**src/rtl/usbep0_pkg.sv**
```systemverilog
// Shared types and constants for the USB endpoint 0 setup request decoder.
`timescale 1ns / 1ps
`default_nettype none
package usbep0_pkg;

  localparam int unsigned CFG_INDEX_W = 2;
  localparam int unsigned CFG_DATA_W  = 64;
  localparam int unsigned IN_DATA_W   = 64;
  localparam int unsigned OUT_DATA_W  = 48;

  localparam logic [2:0] MAX_CONFIG_DESCS = 3'd4;

  // Configuration register indexes
  localparam logic [CFG_INDEX_W-1:0] REG_DEVICE_DESC_COUNT = 2'd0;
  localparam logic [CFG_INDEX_W-1:0] REG_DEVICE_DESC_SIZE  = 2'd1;
  localparam logic [CFG_INDEX_W-1:0] REG_CONFIG_DESC_COUNT = 2'd2;
  localparam logic [CFG_INDEX_W-1:0] REG_CONFIG_DESC_SIZES = 2'd3;

  // bmRequestType fields
  localparam logic [1:0] TYPE_STD   = 2'd0;
  localparam logic [1:0] TYPE_CLASS = 2'd1;
  localparam logic [4:0] RCPT_DEV   = 5'd0;
  localparam logic [4:0] RCPT_IF    = 5'd1;
  localparam logic [4:0] RCPT_EP    = 5'd2;

  // Standard request codes
  localparam logic [7:0] RQ_GET_STATUS        = 8'd0;
  localparam logic [7:0] RQ_CLEAR_FEATURE     = 8'd1;
  localparam logic [7:0] RQ_SET_FEATURE       = 8'd3;
  localparam logic [7:0] RQ_SET_ADDRESS       = 8'd5;
  localparam logic [7:0] RQ_GET_DESCRIPTOR    = 8'd6;
  localparam logic [7:0] RQ_SET_CONFIGURATION = 8'd9;
  localparam logic [7:0] RQ_GET_INTERFACE     = 8'd10;
  localparam logic [7:0] RQ_SET_INTERFACE     = 8'd11;

  // Descriptor types
  localparam logic [7:0] DT_DEVICE = 8'd1;
  localparam logic [7:0] DT_CONFIG = 8'd2;

  typedef enum logic [2:0] {
    ACT_STALL    = 3'd0,
    ACT_STATUS   = 3'd1,
    ACT_DESC     = 3'd2,
    ACT_HALT     = 3'd3,
    ACT_CLASS    = 3'd4,
    ACT_CLASS_IF = 3'd5
  } action_t;

  typedef struct packed {
    logic [15:0] request_length;
    logic [15:0] request_index;
    logic [15:0] request_value;
    logic [7:0]  request_code;
    logic [7:0]  request_type;
  } setup_t;

  typedef struct packed {
    logic [1:0]  pad;
    logic        configured;
    logic [6:0]  device_address;
    logic [15:0] halt_endpoint;
    logic [15:0] transfer_length;
    logic [1:0]  desc_index;
    logic        desc_kind;
    action_t     action;
  } result_t;

endpackage
`default_nettype wire

```
**src/rtl/usb_ep0_setup_request_decoder.sv**
```systemverilog
// Top level: USB endpoint 0 setup request decoder with two-entry output stage.
`timescale 1ns / 1ps
`default_nettype none
// One setup request is accepted per clock while the skid entry is empty; its
// action is registered into the output register or the skid entry. Decode is
// a single pass of logic from the accepted request into the output register;
// the skid entry keeps s_tready registered, so a request is taken even in the
// cycle a finished result is still waiting. Sustained rate is one request per
// cycle while m_tready stays high. Address and configured flag change on the
// accepting edge and the result carries the new values. The user must write
// configuration registers via cfg_write/cfg_index/cfg_data only while no
// request is in flight; the block does not enforce this.
module usb_ep0_setup_request_decoder (
  input  wire                             clk,
  input  wire                             rst,
  input  wire                             cfg_write,
  input  wire [usbep0_pkg::CFG_INDEX_W-1:0] cfg_index,
  input  wire [usbep0_pkg::CFG_DATA_W-1:0]  cfg_data,
  input  wire                             s_tvalid,
  output logic                            s_tready,
  // request_type[7:0], request_code[15:8], request_value[31:16],
  // request_index[47:32], request_length[63:48]
  input  wire [usbep0_pkg::IN_DATA_W-1:0]   s_tdata,
  output logic                            m_tvalid,
  input  wire                             m_tready,
  // action[2:0], desc_kind[3], desc_index[5:4], transfer_length[21:6],
  // halt_endpoint[37:22], device_address[44:38], configured[45], zero[47:46]
  output logic [usbep0_pkg::OUT_DATA_W-1:0] m_tdata
);
  import usbep0_pkg::*;

  logic        device_desc_count;
  logic [7:0]  device_desc_size;
  logic [2:0]  config_desc_count;
  logic [63:0] config_desc_sizes;

  logic [6:0]  address_reg;
  logic [6:0]  address_reg_next;
  logic        configured_flag;
  logic        configured_flag_next;

  setup_t      req;
  result_t     res;
  result_t     out_q;
  result_t     skid_q;
  logic        out_valid;
  logic        skid_valid;
  logic        load;

  logic        is_std;
  logic        dir_in;
  logic [4:0]  rcpt;
  logic [7:0]  dtype;
  logic [7:0]  didx;
  logic [2:0]  cfg_count;
  logic        dev_ok;
  logic        cfg_ok;
  logic [15:0] desc_size;
  logic        halt_ok;
  logic        set_addr;
  logic        set_cfg;
  logic        if_class;

  assign req      = setup_t'(s_tdata);
  assign s_tready = !skid_valid;
  assign load     = s_tvalid && s_tready;
  assign m_tvalid = out_valid;
  assign m_tdata  = out_q;

  // Configuration registers
  always_ff @(posedge clk) begin
    if (rst) begin
      device_desc_count <= 1'b1;
      device_desc_size  <= 8'd18;
      config_desc_count <= 3'd1;
      config_desc_sizes <= '0;
    end else if (cfg_write) begin
      case (cfg_index)
        REG_DEVICE_DESC_COUNT: device_desc_count <= cfg_data[0];
        REG_DEVICE_DESC_SIZE:  device_desc_size  <= cfg_data[7:0];
        REG_CONFIG_DESC_COUNT: config_desc_count <= cfg_data[2:0];
        REG_CONFIG_DESC_SIZES: config_desc_sizes <= cfg_data;
        default: ;
      endcase
    end
  end

  // Request decode
  always_comb begin
    is_std = req.request_type[6:5] == TYPE_STD;
    dir_in = req.request_type[7];
    rcpt   = req.request_type[4:0];
    dtype  = req.request_value[15:8];
    didx   = req.request_value[7:0];

    cfg_count = (config_desc_count > MAX_CONFIG_DESCS) ? MAX_CONFIG_DESCS
                                                       : config_desc_count;
    dev_ok = (dtype == DT_DEVICE) && (didx < {7'd0, device_desc_count});
    cfg_ok = (dtype == DT_CONFIG) && (didx < {5'd0, cfg_count});

    case (didx[1:0])
      2'd0:    desc_size = config_desc_sizes[15:0];
      2'd1:    desc_size = config_desc_sizes[31:16];
      2'd2:    desc_size = config_desc_sizes[47:32];
      default: desc_size = config_desc_sizes[63:48];
    endcase
    if (dtype == DT_DEVICE) begin
      desc_size = {8'd0, device_desc_size};
    end

    // endpoint halt is the only feature that can be cleared
    halt_ok  = (req.request_code == RQ_CLEAR_FEATURE) && !dir_in && (rcpt == RCPT_EP) &&
               configured_flag && (req.request_value == 16'd0) &&
               (req.request_index[3:0] != 4'd0);
    set_addr = (rcpt == RCPT_DEV) && (req.request_code == RQ_SET_ADDRESS) && !dir_in;
    set_cfg  = (rcpt == RCPT_DEV) && (req.request_code == RQ_SET_CONFIGURATION) &&
               !dir_in && (req.request_value[7:0] == 8'd1);
    if_class = (rcpt == RCPT_IF) &&
               (req.request_code != RQ_CLEAR_FEATURE) &&
               (req.request_code != RQ_GET_STATUS) &&
               (req.request_code != RQ_SET_FEATURE) &&
               (req.request_code != RQ_GET_INTERFACE) &&
               (req.request_code != RQ_SET_INTERFACE);

    address_reg_next     = address_reg;
    configured_flag_next = configured_flag;
    res                  = '0;
    res.action           = ACT_STALL;

    if (is_std) begin
      if (halt_ok) begin
        res.action        = ACT_HALT;
        res.halt_endpoint = req.request_index;
      end else if (set_addr) begin
        res.action       = ACT_STATUS;
        address_reg_next = req.request_value[6:0];
      end else if (set_cfg) begin
        res.action           = ACT_STATUS;
        configured_flag_next = 1'b1;
      end else if (if_class) begin
        res.action = ACT_CLASS_IF;
      end else if ((rcpt == RCPT_DEV) && (req.request_code == RQ_GET_DESCRIPTOR) &&
                   dir_in && (dev_ok || cfg_ok)) begin
        res.action          = ACT_DESC;
        res.desc_kind       = cfg_ok;
        res.desc_index      = didx[1:0];
        res.transfer_length = (desc_size < req.request_length) ? desc_size
                                                               : req.request_length;
      end
    end else if (req.request_type[6:5] == TYPE_CLASS) begin
      res.action = ACT_CLASS;
    end

    res.device_address = address_reg_next;
    res.configured     = configured_flag_next;
  end

  // Device state
  always_ff @(posedge clk) begin
    if (rst) begin
      address_reg     <= '0;
      configured_flag <= 1'b0;
    end else if (load) begin
      address_reg     <= address_reg_next;
      configured_flag <= configured_flag_next;
    end
  end

  // Output register with skid entry
  always_ff @(posedge clk) begin
    if (rst) begin
      out_valid  <= 1'b0;
      skid_valid <= 1'b0;
    end else if (!out_valid || m_tready) begin
      if (skid_valid) begin
        out_valid  <= 1'b1;
        skid_valid <= 1'b0;
      end else begin
        out_valid <= load;
      end
    end else if (load) begin
      skid_valid <= 1'b1;
    end
  end

  always_ff @(posedge clk) begin
    if (!out_valid || m_tready) begin
      if (skid_valid) begin
        out_q <= skid_q;
      end else if (load) begin
        out_q <= res;
      end
    end else if (load) begin
      skid_q <= res;
    end
  end

  a_skid_behind_out: assert property (@(posedge clk) disable iff (rst)
    skid_valid |-> out_valid)
    else $error("skid entry held with empty output register");

  a_configured_sticky: assert property (@(posedge clk) disable iff (rst)
    configured_flag |=> configured_flag)
    else $error("configured flag cleared without reset");

  a_halt_needs_config: assert property (@(posedge clk) disable iff (rst)
    (out_valid && out_q.action == ACT_HALT) |-> out_q.configured)
    else $error("halt cleared while not configured");

  a_desc_fields_zero: assert property (@(posedge clk) disable iff (rst)
    (out_valid && out_q.action != ACT_DESC) |->
      (out_q.transfer_length == 16'd0 && !out_q.desc_kind && out_q.desc_index == 2'd0))
    else $error("descriptor fields set on non-descriptor action");

  a_halt_field_zero: assert property (@(posedge clk) disable iff (rst)
    (out_valid && out_q.action != ACT_HALT) |-> out_q.halt_endpoint == 16'd0)
    else $error("halt endpoint set on non-halt action");

endmodule
`default_nettype wire
```
**config.mk**
```make
export PLATFORM = sky130hd
export DESIGN_NAME = usb_ep0_setup_request_decoder
export DESIGN_NICKNAME = d
export VERILOG_FILES = /design/src/rtl/usbep0_pkg.sv /design/src/rtl/usb_ep0_setup_request_decoder.sv
export SDC_FILE = /design/constraint.sdc
export NUM_CORES = 1
export LEC_CHECK = 0
export ABC_AREA = 0
export BUFFER_PORTS_ARGS = -buffer_cell sky130_fd_sc_hd__buf_2
export CORE_MARGIN = 8
export CORE_UTILIZATION = 30
export DETAILED_ROUTE_END_ITERATION = 8
export SETUP_SLACK_MARGIN = 0.05
export SYNTH_ARGS = -nofsm -noshare
export SYNTH_HDL_FRONTEND = slang
export SYNTH_SLANG_ARGS = --single-unit
```
**constraint.sdc**
```tcl
create_clock -name clk -period 8.4 [get_ports clk]
set_clock_uncertainty 0.1 [all_clocks]
set_input_delay 0.84 -clock clk [delete_from_list [all_inputs] [get_ports clk]]
set_output_delay 0.84 -clock clk [all_outputs]
set_load 0.02 [all_outputs]
```
After elaboration in Yosys (flattened, before gate mapping)
Cells that the tools add are included.

operators by class
  shift-type cells = 0
  add/sub/neg operators = 0
  multiply operators = 0
  muxes and demuxes = 27
  bitwise logic cells = 1
  div/mod/pow operators = 0
  reductions and logical operators = 41
  order comparisons = 4
  equal/unequal tests = 19

operator list
  cell                  count
  $mux W46              2
  $mux W19              4
  $mux W16              3
  $pmux W16 S3          1
  $mux W35              1
  $eq A8 B1 Y1 const B  3
  $mux W22              1
  $logic_and A1 B1 Y1   21
  $mux W3               7
  $mux W7               3
  $eq A8 B3 Y1 const B  2
  $logic_not A16 Y1     1
  $lt A16 B16 Y1        1
  $ne A8 B4 Y1 const B  2
  $reduce_and A2 Y1     6
  $eq A8 B2 Y1 const B  1
  $eq A8 B4 Y1 const B  1
  $lt A8 B1 Y1          1
  $lt A8 B3 Y1          1
  $ne A8 B1 Y1 const B  1
  $ne A8 B2 Y1 const B  1
  $reduce_bool A8 Y1    1
  $eq A2 B1 Y1 const B  3
  $eq A2 B2 Y1 const B  3
  12 further kinds      21

word-level totals
  output and inout port bits = 50
  bits in read-only memories = 0
  bits in latches = 0
  memories = 0
  input port bits = 135
  bits in registers = 178
  RAM bits = 0
  logic and storage cells = 114

Longest topological paths before layout
Gate-level depths: netlist of the first run.

  depth after elaboration = 14
  gate-level depth with buffers = 12
  depth with buffers taken out = 10

Worst setup path before layout of the first run
OpenSTA, ideal clock, no wires.

  kind = input to register
  from = input port s_tdata[16] (netlist bit)
  to = register out_q (netlist bit m_tdata[12]), data pin
  data required time = 8.040 ns
  stages on the path = 12
  path slack = 4.283 ns
  buffers on the path = 3
  data arrival time = 3.757 ns
  library setup time = 0.260 ns
  cells stage by stage = buf_2 buf_2 mux4_2 and2_1 ha_1 nand4_1 nor4_1 o311ai_2 o211ai_4 buf_6 mux2i_1 o21ai_1

between the ends
  cells in the longest elaborated chain, start to end = 13
  elaborated cells between the ends (all ways) = 26
  those cells by class = order compare: 3; eq/ne: 3; mux: 11; reduce/logical: 9

ends and longest elaborated chain
  element                                     RTL line                              RTL
  start: declaration                          usb_ep0_setup_request_decoder.sv:23   input wire [usbep0_pkg::IN_DATA_W-1:0] s_tdata,
  $eq A2 B2 Y1, or another cell as far along  usb_ep0_setup_request_decoder.sv:101  case (didx[1:0])
  $pmux W16 S3                                usb_ep0_setup_request_decoder.sv:101
  $mux W16                                    usb_ep0_setup_request_decoder.sv:107  if (dtype == DT_DEVICE) begin
  $lt A16 B16 Y1                              usb_ep0_setup_request_decoder.sv:147  res.transfer_length = (desc_size < req.request_length) ? desc_size
  $mux W16                                    usb_ep0_setup_request_decoder.sv:147
  $mux W22                                    usb_ep0_setup_request_decoder.sv:142  end else if ((rcpt == RCPT_DEV) && (req.request_code == RQ_GET_DESCRIPTOR) &&
  $mux W19                                    usb_ep0_setup_request_decoder.sv:140  end else if (if_class) begin
  $mux W19                                    usb_ep0_setup_request_decoder.sv:137  end else if (set_cfg) begin
  $mux W19                                    usb_ep0_setup_request_decoder.sv:134  end else if (set_addr) begin
  $mux W19 *                                  usb_ep0_setup_request_decoder.sv:131  if (halt_ok) begin
  $mux W35 *                                  usb_ep0_setup_request_decoder.sv:130  if (is_std) begin
  $mux W46 *                                  usb_ep0_setup_request_decoder.sv:190  end else if (load) begin
  $mux W46 *                                  usb_ep0_setup_request_decoder.sv:188  if (skid_valid) begin
  end signal: assignment                      usb_ep0_setup_request_decoder.sv:189  out_q <= skid_q;
  end signal: assignment                      usb_ep0_setup_request_decoder.sv:191  out_q <= res;
  end: declaration                            usb_ep0_setup_request_decoder.sv:44   result_t out_q;

Every way passes the cells marked *; elsewhere a longest branch is shown, timed or not. The select of a mux whose other input is x is not followed.
A chain may end at the register's enable or synchronous reset.

Worst setup path after layout of the first run
  from = input port s_tdata[16] (netlist bit)
  to = register out_q (netlist bit m_tdata[17]), data pin

The elaborated chain is that of the path after synthesis.

==> results of run 1 <==
[final cells by class]
type	instances	area share
well taps	341	0.0432
multi-input cells	497	0.334
inverters	22	0.00837
diodes	3	0.000761
repair buffers	189	0.0977
clock buffers	18	0.0445
clock inverters	14	0.0165
flip-flops and latches	178	0.455
[tightest hold or removal path: stages (launching register included)]
cell and delay [ps]:
dfxtp_1 310, nand2_1 50, a21oi_1 50
[Yosys cell counts, types with 2 or more instances]
cell type / instances / area [µm²]
and2_1: 28 / 175
buf_6: 2 / 22.5
nand2_1: 153 / 574
a211o_1: 5 / 43.8
buf_1: 4 / 15.0
and3_1: 2 / 12.5
nor3b_1: 2 / 15.0
mux4_2: 16 / 360
edfxtp_1: 92 / 2760
nand2b_1: 2 / 12.5
mux2i_1: 31 / 310
nand4b_1: 2 / 17.5
nor2b_1: 4 / 25.0
nor4_1: 5 / 31.3
nor2_1: 51 / 191
ha_1: 17 / 213
inv_1: 21 / 78.8
nand3b_1: 3 / 22.5
nor3_2: 2 / 20.0
clkbuf_1: 30 / 113
a21oi_1: 72 / 360
mux2_2: 40 / 450
buf_2: 5 / 25.0
o31ai_1: 3 / 22.5
o21ai_1: 17 / 85.1
nand4_1: 6 / 37.5
a21o_1: 5 / 37.5
nor3_1: 6 / 30.0
buf_4: 2 / 15.0
dfxtp_1: 86 / 1720
and4_1: 2 / 17.5
nand3_1: 2 / 10.0
[power by group through the flow]
| stage | clock (mW) | combinational [mW] | sequential [mW] |
|---|---|---|---|
| global route | 0.865 | 0.188 | 0.955 |
| CTS | 0.825 | 0.173 | 0.952 |
| finish | 0.808 | 0.170 | 0.951 |
| floorplan | 0 | 0.0798 | 0.986 |
| global placement | 0 | 0.170 | 0.971 |
| detailed placement | 0 | 0.172 | 0.972 |
[kinds of logic after synthesis]
group / synth area share
AOI/OAI and AO/OA: 0.0827
muxes: 0.139
buffers and inverters: 0.0339
and+or+nand+nor: 0.159
adders and majority gates: 0.0265
other: 0.000467
DFF: 0.558
[path summary, 6_finish.rpt]
| path | start | slack [ps] | endpoint | cells past startpoint |
|---|---|---|---|---|
| setup / recovery | s_tdata[16] | 4330 | m_tdata[17] | 10 |
| hold / removal | config_desc_sizes[60] | 350 | config_desc_sizes[60] | 2 |
| setup reg to reg | config_desc_sizes[54] | 5140 | m_tdata[17] | 9 |
| hold reg to reg | config_desc_sizes[60] | 350 | config_desc_sizes[60] | 2 |
[layout by cell type, fill, tap and decap left out, types with 16 or more instances in the layout]
cell / n
inv_1: 21
dfxtp_1: 86
a21oi_1: 72
and2_1: 28
clkbuf_16: 17
mux2i_1: 31
buf_2: 182
mux2_2: 40
nor2_1: 51
mux4_2: 16
ha_1: 17
o21ai_1: 17
edfxtp_1: 92
nand2_1: 153
[routing by layer]
layer,track usage,part of all wire
met5,0,0.0023
met2,0.217,0.47
met4,0.0390,0.013
met3,0.0347,0.039
met1,0.173,0.48
==> impl_metrics.env, run 1 <==
export IMPL_critPathCaptureType="register"
export IMPL_wl_per_cell_um=17.3
export IMPL_status="finished, final reports clean"
export IMPL_clock_path_buffers=2
export IMPL_worst_hold_slack_ps=353
export IMPL_rsz0062_at_grt="no"
export IMPL_final_hold_viol_count=0
export IMPL_combPwrFrac=0.088
export IMPL_yosys_warnings=0
export IMPL_synth_seq_area_share=0.558
export IMPL_cts_repair_resized=0
export IMPL_fin_total_pwr_mw=1.93
export IMPL_arrival_ps=4150
export IMPL_post_cts_setup_buffer_count=0
export IMPL_p_per_area_nw_per_um2=196
export IMPL_gp_congestion=0.766
export IMPL_clock_fmax_ghz=0.245
export IMPL_htreeDepth=4
export IMPL_path_clk_slew_ps=70
export IMPL_routed_wl_mm=21.8
export IMPL_worst_path_max_fanout=22
export IMPL_tns_ps=0
export IMPL_post_place_ws_ps=3820
export IMPL_core_um2=26700
export IMPL_fin_crit_ps=4070
export IMPL_multi_input_area_um2=3300
export IMPL_die_width_um=180
export IMPL_crit_chain="buf_2 -> mux4_2 -> and2_1 -> ha_1 -> nand4_1 -> nor4_1 -> o311ai_2 -> o211ai_4 -> mux2i_1 -> o21ai_1"
export IMPL_regMostFlops="config_desc_sizes"
export IMPL_grt_pass1_vias=6236
export IMPL_syn_avg_cell_area_um2=10.9
export IMPL_die_area_um2=32300
export IMPL_final_seq_area_um2=4480
export IMPL_fin_area_um2=9870
export IMPL_internal_power_mw=1.44
export IMPL_max_vdd_ir_drop_uv=138
export IMPL_boundaryPins=185
export IMPL_drv_cap=0
export IMPL_synthesis_area_um2=8040
export IMPL_swShare=0.254
export IMPL_area_growth_pct=22.7
export IMPL_cts_buffers=17
export IMPL_grt_first_pass_wirelength_mm=34.5
export IMPL_power_leakage_nw=3.98
export IMPL_critPathTopFamily="multiplexers"
export IMPL_track_usage=0.134
export IMPL_cpPeakStageDelay_ps=620
export IMPL_synthArstFlopShare=0
export IMPL_dpl_cell_count=1227
export IMPL_port_buffers=182
export IMPL_finalNetCount=1057
export IMPL_p_seq_frac=0.493
export IMPL_vias=5893
export IMPL_setup_ws_ps=4330
export IMPL_grt_overflow=0
export IMPL_drive_above_1_share=0.318
export IMPL_die_height_um=180
export IMPL_dr_pass1_iters=4
export IMPL_cts_root_buf="clkbuf_16"
export IMPL_cts_sinks=178
export IMPL_place_area_um2=9260
export IMPL_crit_buf_inv=1
export IMPL_fillerInstances=2659
export IMPL_ys_flop_type="edfxtp_1"
export IMPL_postCtsHoldBufs=0
export IMPL_synth_cells=739
export IMPL_fin_cells=1262
export IMPL_start_util=0.302
export IMPL_worst_pin_slew_ps=1070
export IMPL_relSlewSlack=0.286
export IMPL_worstPathRequired_ps=8480
export IMPL_grt_start_max_net_pins=87
export IMPL_dr_first_iter_drc_count=374
export IMPL_crit_slowest_cell="mux4_2"
export IMPL_postRouteAntennaNets=0
export IMPL_setup_violations=0
export IMPL_final_max_slew_viol_count=0
export IMPL_row_count=60
export IMPL_clk_latency_ps=430
export IMPL_antenna_found_initial=6
export IMPL_critPathKind="input pin to register"
export IMPL_via_per_inst=4.67
export IMPL_post_route_util=0.370
export IMPL_switching_power_uw=489
export IMPL_post_route_drc_count=0
export IMPL_largest_reg_flops=64
export IMPL_synthDistinctLibCells=53
export IMPL_synth_seq_cells=178
export IMPL_hold_class="register to register"
export IMPL_fin_crit_sh=0.485
export IMPL_synth_edf_count=92
export IMPL_cts_tree="yes"
export IMPL_clkPwrFrac=0.419
export IMPL_startpoint_type="input pin"
export IMPL_hpwlAfterDp_mm=15.8
(Power assumes the default switching activity.)
==> run 2, diff against run 1 <==
==> constraint.sdc (replaced) <==
create_clock -name clk -period 3.88 [get_ports clk]
set_clock_uncertainty 0.1 [all_clocks]
set_input_delay 0.388 -clock clk [delete_from_list [all_inputs] [get_ports clk]]
set_output_delay 0.388 -clock clk [all_outputs]
set_load 0.02 [all_outputs]
==> impl_metrics.env, run 2 (same netlist as run 1, synthesis figures left out) <==
export IMPL_swShare=0.253
export IMPL_crit_slowest_cell="mux4_2"
export IMPL_fillerInstances=2688
export IMPL_final_seq_area_um2=4480
export IMPL_dr_pass1_iters=4
export IMPL_worst_pin_slew_ps=1100
export IMPL_cts_repair_resized=0
export IMPL_post_route_util=0.373
export IMPL_boundaryPins=185
export IMPL_grt_start_max_net_pins=65
export IMPL_clkPwrFrac=0.414
export IMPL_hold_class="input pin to register"
export IMPL_multi_input_area_um2=3300
export IMPL_cts_buffers=17
export IMPL_htreeDepth=4
export IMPL_crit_start="s_tdata[16]"
export IMPL_status="finished, final reports clean"
export IMPL_combPwrFrac=0.089
export IMPL_switching_power_mw=1.05
export IMPL_max_vdd_ir_drop_uv=275
export IMPL_antenna_found_initial=5
export IMPL_clk_latency_ps=420
export IMPL_final_hold_viol_count=0
export IMPL_die_area_um2=32300
export IMPL_largest_reg_flops=64
export IMPL_fin_crit_ps=3300
export IMPL_critPathCaptureType="register"
export IMPL_fin_crit_sh=0.851
export IMPL_regMostFlops="config_desc_sizes"
export IMPL_row_count=60
export IMPL_critPathTopFamily="multiplexers"
export IMPL_cpPeakStageDelay_ps=520
export IMPL_startpoint_type="input pin"
export IMPL_dr_first_iter_drc_count=320
export IMPL_setup_violations=0
export IMPL_postCtsHoldBufs=0
export IMPL_min_from="cfg_data[14]"
export IMPL_start_util=0.302
export IMPL_fin_total_pwr_mw=4.15
export IMPL_grt_overflow=0
export IMPL_drv_cap=0
export IMPL_postRouteAntennaNets=0
export IMPL_post_cts_setup_buffer_count=0
export IMPL_most_common_layout_cells="buf_2 (182), nand2_1 (153), edfxtp_1 (92)"
export IMPL_worst_path_max_fanout=16
export IMPL_cts_tree="yes"
export IMPL_power_leakage_nw=4.03
export IMPL_worstPathRequired_ps=3950
export IMPL_area_growth_pct=23.7
export IMPL_arrival_ps=3370
export IMPL_vias=5852
export IMPL_final_max_slew_viol_count=0
export IMPL_post_route_drc_count=0
export IMPL_p_seq_frac=0.497
export IMPL_core_um2=26700
export IMPL_cts_root_buf="clkbuf_16"
export IMPL_p_per_area_nw_per_um2=417
export IMPL_routed_wl_mm=21.5
export IMPL_critPathKind="input pin to register"
export IMPL_drive_above_1_share=0.324
export IMPL_die_width_um=180
export IMPL_relSlewSlack=0.266
export IMPL_crit_buf_inv=3
export IMPL_track_usage=0.132
export IMPL_grt_first_pass_wirelength_mm=33.9
export IMPL_die_height_um=180
export IMPL_layout_commonest_cell="buf_2"
export IMPL_rsz0062_at_grt="no"
export IMPL_clock_fmax_ghz=0.303
export IMPL_path_clk_slew_ps=80
export IMPL_crit_chain="buf_2 -> buf_12 -> mux4_2 -> mux2_2 -> ha_1 -> nand4_1 -> o221ai_1 -> a221oi_1 -> buf_4 -> o211ai_4 -> mux2i_1 -> o21ai_1"
export IMPL_wl_per_cell_um=16.9
export IMPL_clock_path_buffers=2
export IMPL_via_per_inst=4.60
export IMPL_tns_ps=0
export IMPL_hpwlAfterDp_mm=16.2
export IMPL_internal_power_mw=3.10
export IMPL_cts_sinks=178
export IMPL_finalNetCount=1066
export IMPL_worstReg2RegStart="config_desc_sizes[51]"
export IMPL_gp_congestion=0.814
export IMPL_port_buffers=182
export IMPL_grt_pass1_vias=6118
[run 2: power by group through the flow]
stage                     Clock (mW)  Combinational (mW)  Sequential, mW
after floorplan                    0               0.173            2.13
after global placement             0               0.371            2.10
after detailed placement           0               0.376            2.10
after CTS                       1.76               0.378            2.06
after global routing            1.84               0.408            2.07
final                           1.72               0.371            2.06
[run 2: final cells by class]
type	count	share of cell area
Sequential cell	178	0.451
Clock buffer	20	0.0471
Inverter	22	0.00831
Multi-Input combinational cell	497	0.332
Tap cell	341	0.0429
Clock inverter	12	0.0128
Timing Repair Buffer	198	0.105
Antenna cell	3	0.000755
[run 2: layer usage]
| metal | global-route usage | vias to the layer above | wire length, µm | part of all wire |
|---|---|---|---|---|
| met3 | 0.0323 | 20 | 981 | 0.046 |
| li1 | - | 2962 | - | - |
| met1 | 0.172 | 2729 | 9990 | 0.46 |
| met5 | 0 | - | 32 | 0.0015 |
| met2 | 0.214 | 135 | 10200 | 0.48 |
| met4 | 0.0380 | 6 | 251 | 0.012 |
[run 2: worst paths after layout]
path / endpoint / slack, ps / cells after the start
hold / removal: config_desc_sizes[14] / 90 / 3
setup reg to reg: m_tdata[12] / 650 / 10
hold reg to reg: config_desc_sizes[9] / 350 / 2
setup / recovery: m_tdata[12] / 580 / 12
[run 2: per-stage QoR]
| stage | cell area, µm² | instances | setup slack (ps) | hold slack [ps] |
|---|---|---|---|---|
| final | 9940 | 1271 | 579 | 93.4 |
| after global routing | 9940 | 1270 | 262 | 75.8 |
| after CTS | 9930 | 1268 | 579 | 75.4 |
| after detailed placement | 9340 | 1236 | 126 | 346 |
| after global placement | 9340 | 1236 | 146 | 341 |
| after floorplan | 8040 | 740 | 215 | 331 |
[run 2: tightest hold or removal path, stage by stage]
cell and delay (ps):
buf_2 90, nand2_1 40, a21oi_1 50
